<file path="src/hdl/mfpte_pkg.sv">
package mfpte_pkg;

    // Port count and pattern length
    localparam int NUM_PORTS    = 16;
    localparam int PATTERN_BITS = 32;

    localparam int PORT_W = (NUM_PORTS > 1) ? $clog2(NUM_PORTS) : 1;
    localparam int POS_W  = $clog2(PATTERN_BITS + 1);
    localparam int PIDX_W = $clog2(PATTERN_BITS);

    // Word modes
    localparam logic MODE_TICK  = 1'b0;
    localparam logic MODE_SETUP = 1'b1;

    // Port function codes
    localparam logic [2:0] FN_NONE = 3'd0;
    localparam logic [2:0] FN_DIN  = 3'd1;
    localparam logic [2:0] FN_AIN  = 3'd2;
    localparam logic [2:0] FN_PMO  = 3'd3;
    localparam logic [2:0] FN_PWM  = 3'd4;

    // Flag bit positions
    localparam int FL_ANY_BIT  = 0;
    localparam int FL_NEG_BIT  = 1;
    localparam int FL_ONCE_BIT = 2;

    // Pin drive codes
    localparam logic [1:0] DRV_LEAVE = 2'd0;
    localparam logic [1:0] DRV_HIGH  = 2'd1;
    localparam logic [1:0] DRV_LOW   = 2'd2;

    typedef struct packed {
        logic        mode;
        logic [3:0]  port_index;
        logic        pin_level;
        logic        sweep_start;
        logic        adc_done;
        logic [9:0]  adc_value;
        logic [2:0]  func_code;
        logic [2:0]  func_flags;
        logic [15:0] out_divider;
        logic [31:0] pattern_word;
        logic [3:0]  adc_channel;
    } in_word_t;

    typedef struct packed {
        logic [1:0]  pin_drive;
        logic        adc_start;
        logic [3:0]  adc_select;
        logic [31:0] edge_count;
        logic [31:0] frequency;
        logic [31:0] idle_ticks;
        logic [9:0]  analog_value;
    } out_word_t;

    // One port's entry in the state memory
    typedef struct packed {
        logic [2:0]              port_function;
        logic [2:0]              port_flags;
        logic [15:0]             bit_divider;
        logic [15:0]             divider_count;
        logic [POS_W-1:0]        bit_position;
        logic [PATTERN_BITS-1:0] out_pattern;
        logic [31:0]             edges_seen;
        logic [31:0]             period_ticks;
        logic [31:0]             period_average;
        logic [31:0]             quiet_ticks;
        logic                    previous_level;
        logic [3:0]              sample_channel;
    } port_entry_t;

endpackage

</file>
<file path="src/hdl/multi_function_port_tick_engine_top.sv">
// Port tick engine: each input word either configures one port (setup) or
// services one port for one timer tick, and every word returns exactly one
// result word. A word's port entry is first read from the single-port state
// memory (a registered read), then updated, written back and, once no result
// waits, the result register loaded. One word is in work at a time;
// a finished result waits in the output register while the next word is
// taken. Ports are valid after reset with no clearing pass: a never-written
// entry reads as all zero. Converted samples live in a small register file
// because they are written for the converter owner, not the served port.
module multi_function_port_tick_engine_top (
    input  logic                 clk,
    input  logic                 rst_n,
    input  logic                 in_valid,
    output logic                 in_ready,
    input  mfpte_pkg::in_word_t  in_data,
    output logic                 out_valid,
    input  logic                 out_ready,
    output mfpte_pkg::out_word_t out_data
);
    import mfpte_pkg::*;

    typedef enum logic {
        S_IDLE,
        S_EXEC
    } state_t;

    state_t                state_reg;
    in_word_t              item_reg;
    port_entry_t           rd_data_reg;
    port_entry_t           mem [NUM_PORTS];
    logic [NUM_PORTS-1:0]  valid_reg;
    logic [9:0]            sample_reg [NUM_PORTS];
    logic                  busy_reg;
    logic [PORT_W-1:0]     owner_reg;
    logic                  out_valid_reg;
    out_word_t             out_data_reg;

    logic                  in_fire;
    logic                  exec_go;
    logic [PORT_W-1:0]     addr;
    logic                  idx_ok;
    port_entry_t           cur;
    port_entry_t           ent_next;
    logic                  chk_fire;
    logic                  busy_next;
    logic [PORT_W-1:0]     owner_next;
    out_word_t             out_next;
    logic                  wr_en;
    logic [16:0]           count_inc;
    logic [POS_W-1:0]      pos;
    logic [32:0]           avg_sum;
    logic                  rise;
    logic                  fall;

    assign in_ready  = (state_reg == S_IDLE);
    assign in_fire   = in_valid && in_ready;
    assign exec_go   = (state_reg == S_EXEC) && (!out_valid_reg || out_ready);
    assign out_valid = out_valid_reg;
    assign out_data  = out_data_reg;

    assign addr   = PORT_W'(item_reg.port_index);
    assign idx_ok = ({28'd0, item_reg.port_index} < 32'(NUM_PORTS));

    // Entry as seen by this word: unwritten entries read as reset value
    assign cur = valid_reg[addr] ? rd_data_reg : '0;

    // Update one port entry and build the result
    always_comb
    begin
        ent_next   = cur;
        busy_next  = busy_reg;
        owner_next = owner_reg;
        out_next   = '0;
        wr_en      = 1'b0;
        chk_fire   = 1'b0;
        count_inc  = {1'b0, cur.divider_count} + 17'd1;
        pos        = cur.bit_position;
        avg_sum    = '0;
        rise       = item_reg.pin_level && !cur.previous_level;
        fall       = !item_reg.pin_level && cur.previous_level;

        if (item_reg.mode == MODE_SETUP)
        begin
            if (idx_ok)
            begin
                wr_en                   = 1'b1;
                ent_next.port_function  = item_reg.func_code;
                ent_next.port_flags     = item_reg.func_flags;
                ent_next.bit_divider    = item_reg.out_divider;
                ent_next.out_pattern    = PATTERN_BITS'(item_reg.pattern_word);
                ent_next.sample_channel = item_reg.adc_channel;
                ent_next.bit_position   = POS_W'(PATTERN_BITS);
                ent_next.divider_count  = '0;
                ent_next.edges_seen     = '0;
                ent_next.period_ticks   = '0;
                ent_next.period_average = '0;
                ent_next.quiet_ticks    = '0;
            end
        end
        else
        begin
            // Store a finished conversion first, releasing the converter
            if (item_reg.sweep_start && busy_reg && item_reg.adc_done)
            begin
                chk_fire  = 1'b1;
                busy_next = 1'b0;
            end
            if (idx_ok)
            begin
                wr_en = 1'b1;
                unique case (cur.port_function) inside
                    FN_DIN:
                    begin
                        ent_next.period_ticks = cur.period_ticks + 32'd1;
                        if (rise)
                        begin
                            if (cur.port_flags[FL_ANY_BIT] || !cur.port_flags[FL_NEG_BIT])
                                ent_next.edges_seen = cur.edges_seen + 32'd1;
                            ent_next.quiet_ticks = '0;
                        end
                        else if (fall)
                        begin
                            if (cur.port_flags[FL_ANY_BIT] || cur.port_flags[FL_NEG_BIT])
                                ent_next.edges_seen = cur.edges_seen + 32'd1;
                            avg_sum = {1'b0, cur.period_average}
                                    + {1'b0, ent_next.period_ticks};
                            ent_next.period_average = avg_sum[32:1];
                            ent_next.period_ticks   = '0;
                            ent_next.quiet_ticks    = '0;
                        end
                        else
                        begin
                            ent_next.quiet_ticks = cur.quiet_ticks + 32'd1;
                        end
                    end
                    FN_AIN:
                    begin
                        if (!busy_next)
                        begin
                            busy_next           = 1'b1;
                            owner_next          = addr;
                            out_next.adc_start  = 1'b1;
                            out_next.adc_select = cur.sample_channel;
                        end
                    end
                    FN_PMO, FN_PWM:
                    begin
                        if (count_inc >= {1'b0, cur.bit_divider})
                        begin
                            ent_next.divider_count = '0;
                            if (pos == '0 || pos > POS_W'(PATTERN_BITS))
                            begin
                                pos = POS_W'(PATTERN_BITS);
                                if (cur.port_flags[FL_ONCE_BIT])
                                    ent_next.out_pattern =
                                        cur.port_flags[FL_NEG_BIT] ? '1 : '0;
                            end
                            pos = pos - POS_W'(1);
                            ent_next.bit_position = pos;
                            out_next.pin_drive =
                                ent_next.out_pattern[pos[PIDX_W-1:0]] ? DRV_HIGH : DRV_LOW;
                        end
                        else
                        begin
                            ent_next.divider_count = count_inc[15:0];
                        end
                    end
                    default:
                    begin
                        ent_next = cur;
                    end
                endcase
                ent_next.previous_level = item_reg.pin_level;
            end
        end

        // Report the served port's counters after the update
        if (idx_ok)
        begin
            out_next.edge_count   = ent_next.edges_seen;
            out_next.frequency    = ent_next.period_average;
            out_next.idle_ticks   = ent_next.quiet_ticks;
            out_next.analog_value = (chk_fire && owner_reg == addr) ?
                                    item_reg.adc_value : sample_reg[addr];
        end
    end

    // State memory: synchronous read, write back on execute
    always_ff @(posedge clk)
    begin
        if (in_fire)
            rd_data_reg <= mem[PORT_W'(in_data.port_index)];
        if (exec_go && wr_en)
            mem[addr] <= ent_next;
    end

    // Sequence control, converter state, samples and result register
    always_ff @(posedge clk or negedge rst_n)
    begin
        if (!rst_n)
        begin
            state_reg     <= S_IDLE;
            valid_reg     <= '0;
            busy_reg      <= 1'b0;
            owner_reg     <= '0;
            out_valid_reg <= 1'b0;
            for (int i = 0; i < NUM_PORTS; i++)
                sample_reg[i] <= '0;
        end
        else
        begin
            if (out_valid_reg && out_ready && !exec_go)
                out_valid_reg <= 1'b0;
            unique case (state_reg)
                S_IDLE:
                begin
                    if (in_fire)
                        state_reg <= S_EXEC;
                end
                S_EXEC:
                begin
                    if (exec_go)
                    begin
                        state_reg     <= S_IDLE;
                        out_valid_reg <= 1'b1;
                        busy_reg      <= busy_next;
                        owner_reg     <= owner_next;
                        if (wr_en)
                            valid_reg[addr] <= 1'b1;
                        if (chk_fire)
                            sample_reg[owner_reg] <= item_reg.adc_value;
                    end
                end
                default:
                begin
                    state_reg <= S_IDLE;
                end
            endcase
        end
    end

    // Hold the word and its result payload
    always_ff @(posedge clk)
    begin
        if (in_fire)
            item_reg <= in_data;
        if (exec_go)
            out_data_reg <= out_next;
    end

    // One word in work at a time
    assert property (@(posedge clk) disable iff (!rst_n)
        in_fire |=> !in_ready)
        else $error("word accepted while another is in work");

    // A result appears only after an execute step
    assert property (@(posedge clk) disable iff (!rst_n)
        $rose(out_valid) |-> $past(state_reg == S_EXEC))
        else $error("result raised without an execute step");

    // No converter channel without a start request
    assert property (@(posedge clk) disable iff (!rst_n)
        (out_valid && !out_data.adc_start) |-> (out_data.adc_select == '0))
        else $error("channel selected without a start request");

    // A started conversion leaves the converter busy
    assert property (@(posedge clk) disable iff (!rst_n)
        (out_valid && out_data.adc_start && $rose(out_valid)) |-> busy_reg)
        else $error("converter start without ownership");

endmodule
</file>
<file path="config.mk">
export PLATFORM = sky130hd
export DESIGN_NAME = multi_function_port_tick_engine_top
export DESIGN_NICKNAME = d
export VERILOG_FILES = /design/src/hdl/mfpte_pkg.sv /design/src/hdl/multi_function_port_tick_engine_top.sv
export SDC_FILE = /design/constraint.sdc
export NUM_CORES = 2
export LEC_CHECK = 0
export BUFFER_PORTS_ARGS = -buffer_cell sky130_fd_sc_hd__buf_2
export CORE_UTILIZATION = 55
export CTS_CLUSTER_DIAMETER = 80
export DETAILED_ROUTE_END_ITERATION = 6
export PLACE_DENSITY = 0.82
export SYNTH_ARGS = -nofsm -noshare
export SYNTH_HDL_FRONTEND = slang
export SYNTH_SLANG_ARGS = --single-unit
</file>
<file path="constraint.sdc">
create_clock -name clk -period 32.1 [get_ports clk]
set_input_delay 6.42 -clock clk [delete_from_list [all_inputs] [get_ports clk]]
set_output_delay 6.42 -clock clk [all_outputs]
set_load 0.02 [all_outputs]
</file>
==> flow_summary.toml <==
[sta]
fin_crit_sh = 0.361
setup_tns_ns = 0
grt_setup_unrepaired = "no"
fin_crit_ns = 11.60
worst_pin_slew_ns = 1.43
slew_headroom = 0.0459
finalSetupViolCount = 0
hold_viol = 0
finalClockSkew_ns = 0.0894
max_freq_ghz = 0.0862
final_max_slew_viol_count = 0

[run]
maxCapViolations = 0

[synthesis]
synth_edf_count = 3742
ys.flop_type = "edfxtp_1"
synthesis.nets = 7219
synth_area_um2 = 154000
synth_top_family_by_area = "multiplexers"
ys_warn_count = 0
syn_inst = 7079
ys_ff_latch = 3925
synth_xor_area_frac = 0.00757
synth-seq-area-share = 0.760
synth.avg_cell_area_um2 = 21.7
synth-compound-area-share = 0.0190
async_reset_ff_frac = 0.0466
synth_simple_gate_area_frac = 0.0267
synthMuxAreaShare = 0.172
synth_cell_types = 97
synthAdderAreaFrac = 0.00493

[global_routing]
grt_overflow = 0
track_usage = 0.294
grt_pass1_wl_um = 590000
grt_pass1_vias = 83100
grt_max_degree = 138
antenna_found_initial = 14

[placement]
dp_cells = 10800
gp_congestion = 0.871
dp_hpwl_um = 195000
io_buffers = 194

[drt]
wire_per_inst_um = 36.0
drc = 175
vias = 80500
drt_pass1_iterations = 7
ant_nets = 0
wirelength_um = 414000
initialDrtViolationCount = 13100
viasPerCell = 7.02

[cells_and_area]
final_layout_size_suffix_gt1_frac = 0.287
seqCellArea_um2 = 117000
finalNonFillerCells = 11500
fillCellCount = 17000
final_net_count = 7603
multi_input_comb_area_um2 = 35800
largest_reg_flops = 3344
synthToLayoutAreaGrowth_pct = 11.9

[power_and_ir_drop]
p_int_mw = 8.76
switchingPower_mw = 2.76
power_frac_seq = 0.519
p_clk_frac = 0.392
p_leak_nw = 56.4
ir_drop_mv = 0.0469
swShare = 0.239
power_density_nw_per_um2 = 66.8
p_comb_frac = 0.089

[worst_setup_path]
critical_path.max_stage_delay_ns = 0.91
cp-start-kind = "input pin"
cp_slowest_cell = "buf_4"
endpoint_kind = "register"
crit_arrival_ns = 12.23
cpMostUsedCell = "buf_4"
cp_max_fo = 96
critical_path_class = "input pin to register"
crit_required_ns = 32.73
crit_chain = "buf_12 -> buf_4 -> buf_4 -> buf_4 -> buf_4 -> buf_4 -> mux4_2 -> nor2b_1 -> a211oi_1 -> a21oi_1"
worstRegToRegCells = 17

[die]
die_area_um2 = 282000
core_um2 = 277000
fp.dieH_um = 531
std_cell_rows = 193
start_util = 0.555
ios = 195
die_x_um = 531

[clocking]
post_cts.repair.setup_buffers = 0
cts_max_level = 5
post_cts_resized = 0
root_buffer = "clkbuf_16"
path_clk_slew_ns = 0.07
cts_made_buffers = 377
numClockSinks = 3925
clk_latency_ns = 0.94
cts_tree = "done"
clk_path_buf_depth = 4
ctsHoldBuffers = 0

[min_path]
hold-path-cell-count = 1
hold_path_class = "register to register"

[outcome]
violations = "design-rule violations"
outcome = "finished with violations"
[worst max-delay path: cells and delay by family]
family	cells	cell delay (ns)
buffers and inverters	6	4.30
muxes	1	0.66
AOI/OAI and AO/OA	2	0.43
and+or+nand+nor	1	0.17
[cells by family (layout without fill, tap and decap cells)]
logic type,after synthesis,count (layout)
flops,3925,3925
mux,1295,1295
simple gates,845,845
compound gates,430,430
buf+inv,391,1078
xor+xnor,133,133
fa+ha+maj,60,60
other cells,0,7
[final timing paths]
kind / to / start / slack (ns)
worst max register to register: mem[1][65] / addr[3] / 24.67
min in group asynchronous: out_valid / rst_n / 5.56
worst min register to register: valid_reg[5] / valid_reg[5] / 0.47
worst max-delay path: rd_data_reg[147] / in_data[71] / 20.50
max in group asynchronous: sample_reg[74] / rst_n / 24.78
worst min-delay path: valid_reg[5] / valid_reg[5] / 0.47
[cell usage after synthesis, types with 4 or more instances]
library cell | n | area [µm²]
nor3_1 | 34 | 170
nor3b_1 | 7 | 52.6
and4_1 | 8 | 70.1
a211oi_1 | 45 | 338
o21ai_0 | 89 | 445
a31oi_1 | 21 | 131
buf_1 | 99 | 372
a221o_1 | 31 | 310
xnor2_1 | 68 | 596
clkbuf_1 | 248 | 931
o21bai_1 | 10 | 75.1
a21oi_1 | 125 | 626
nor2_1 | 252 | 946
a311oi_1 | 5 | 43.8
nor4_1 | 9 | 56.3
and3_1 | 66 | 413
dfrtp_1 | 183 | 4580
nor2b_1 | 51 | 319
xor2_1 | 65 | 569
nand4_1 | 32 | 200
o31a_1 | 4 | 35.0
or2_2 | 19 | 119
and2_1 | 10 | 62.6
a21o_1 | 13 | 97.6
nand3b_1 | 8 | 60.1
o2111ai_1 | 6 | 52.6
buf_2 | 13 | 65.1
nand2b_1 | 10 | 62.6
mux2i_1 | 46 | 460
mux2_2 | 181 | 2040
edfxtp_1 | 3742 | 112000
nand2_1 | 224 | 841
o21a_1 | 8 | 60.1
or4_1 | 7 | 52.6
nand3_1 | 76 | 380
o211ai_1 | 7 | 52.6
o31ai_1 | 10 | 75.1
mux4_2 | 1064 | 24000
inv_1 | 30 | 113
o22ai_1 | 4 | 25.0
ha_1 | 59 | 738
a22oi_1 | 6 | 45.0
or3_1 | 9 | 56.3
[power by group through the flow]
stage | logic [mW] | clock network [mW] | registers, mW
after floorplan | 0.603 | 0 | 6.10
after global placement | 0.928 | 0 | 6.07
after detailed placement | 0.969 | 0 | 6.08
after CTS | 1.00 | 4.54 | 5.98
after global routing | 1.06 | 4.71 | 5.99
final | 1.02 | 4.52 | 5.98
[layout by cell type (no fill, tap or decap), types with 11 or more instances in the layout]
master	instances
mux4_2	1064
buf_12	16
nand3_1	76
clkinv_1	73
or2_2	19
inv_1	29
a21oi_1	123
mux2i_1	46
nor2_1	239
o21ai_1	19
and3_1	66
edfxtp_1	3742
o21ai_0	71
bufinv_16	44
buf_2	189
nor3_1	27
dfrtp_1	183
nand4_1	32
nand2_1	220
xnor2_1	68
mux2_2	181
clkbuf_16	381
a31oi_1	21
a221o_1	31
a211oi_1	38
xor2_1	65
buf_4	157
clkbuf_1	88
ha_1	59
nor2b_1	49
clkinv_2	56
clkinvlp_4	11
a21o_1	12
nor2_4	14
[layout make-up]
type / instances / area share
timing repair buffer: 366 / 0.0145
clock buffer: 472 / 0.0575
multi-input combinational: 2763 / 0.208
clock inverter: 210 / 0.0139
sequential: 3925 / 0.679
tap: 3705 / 0.0269
antenna: 7 / 0.000102
inverter: 30 / 0.000683
[per-layer routing]
layer  track usage  wire length, µm  vias up
li1              -                -    30400
met1         0.382           136000    41300
met2         0.479           203000     7319
met3        0.0626            53500     1543
met4         0.136            21600        6
met5             0               28        -
[metrics by stage]
step / instance area (µm²) / hold WS, ns / power (mW) / util / worst slack [ns]
after CTS: 172000 / 0.476 / 11.5 / 0.621 / 20.31
after global placement: 160000 / 0.449 / 6.99 / 0.576 / 19.53
after floorplan: 154000 / 0.433 / 6.70 / - / 7.15
after detailed placement: 160000 / 0.452 / 7.04 / 0.576 / 19.50
final: 172000 / 0.475 / 11.5 / 0.621 / 20.50
after global routing: 172000 / 0.488 / 11.8 / 0.621 / 19.87
No activity file was read; power rests on OpenSTA's default activity.
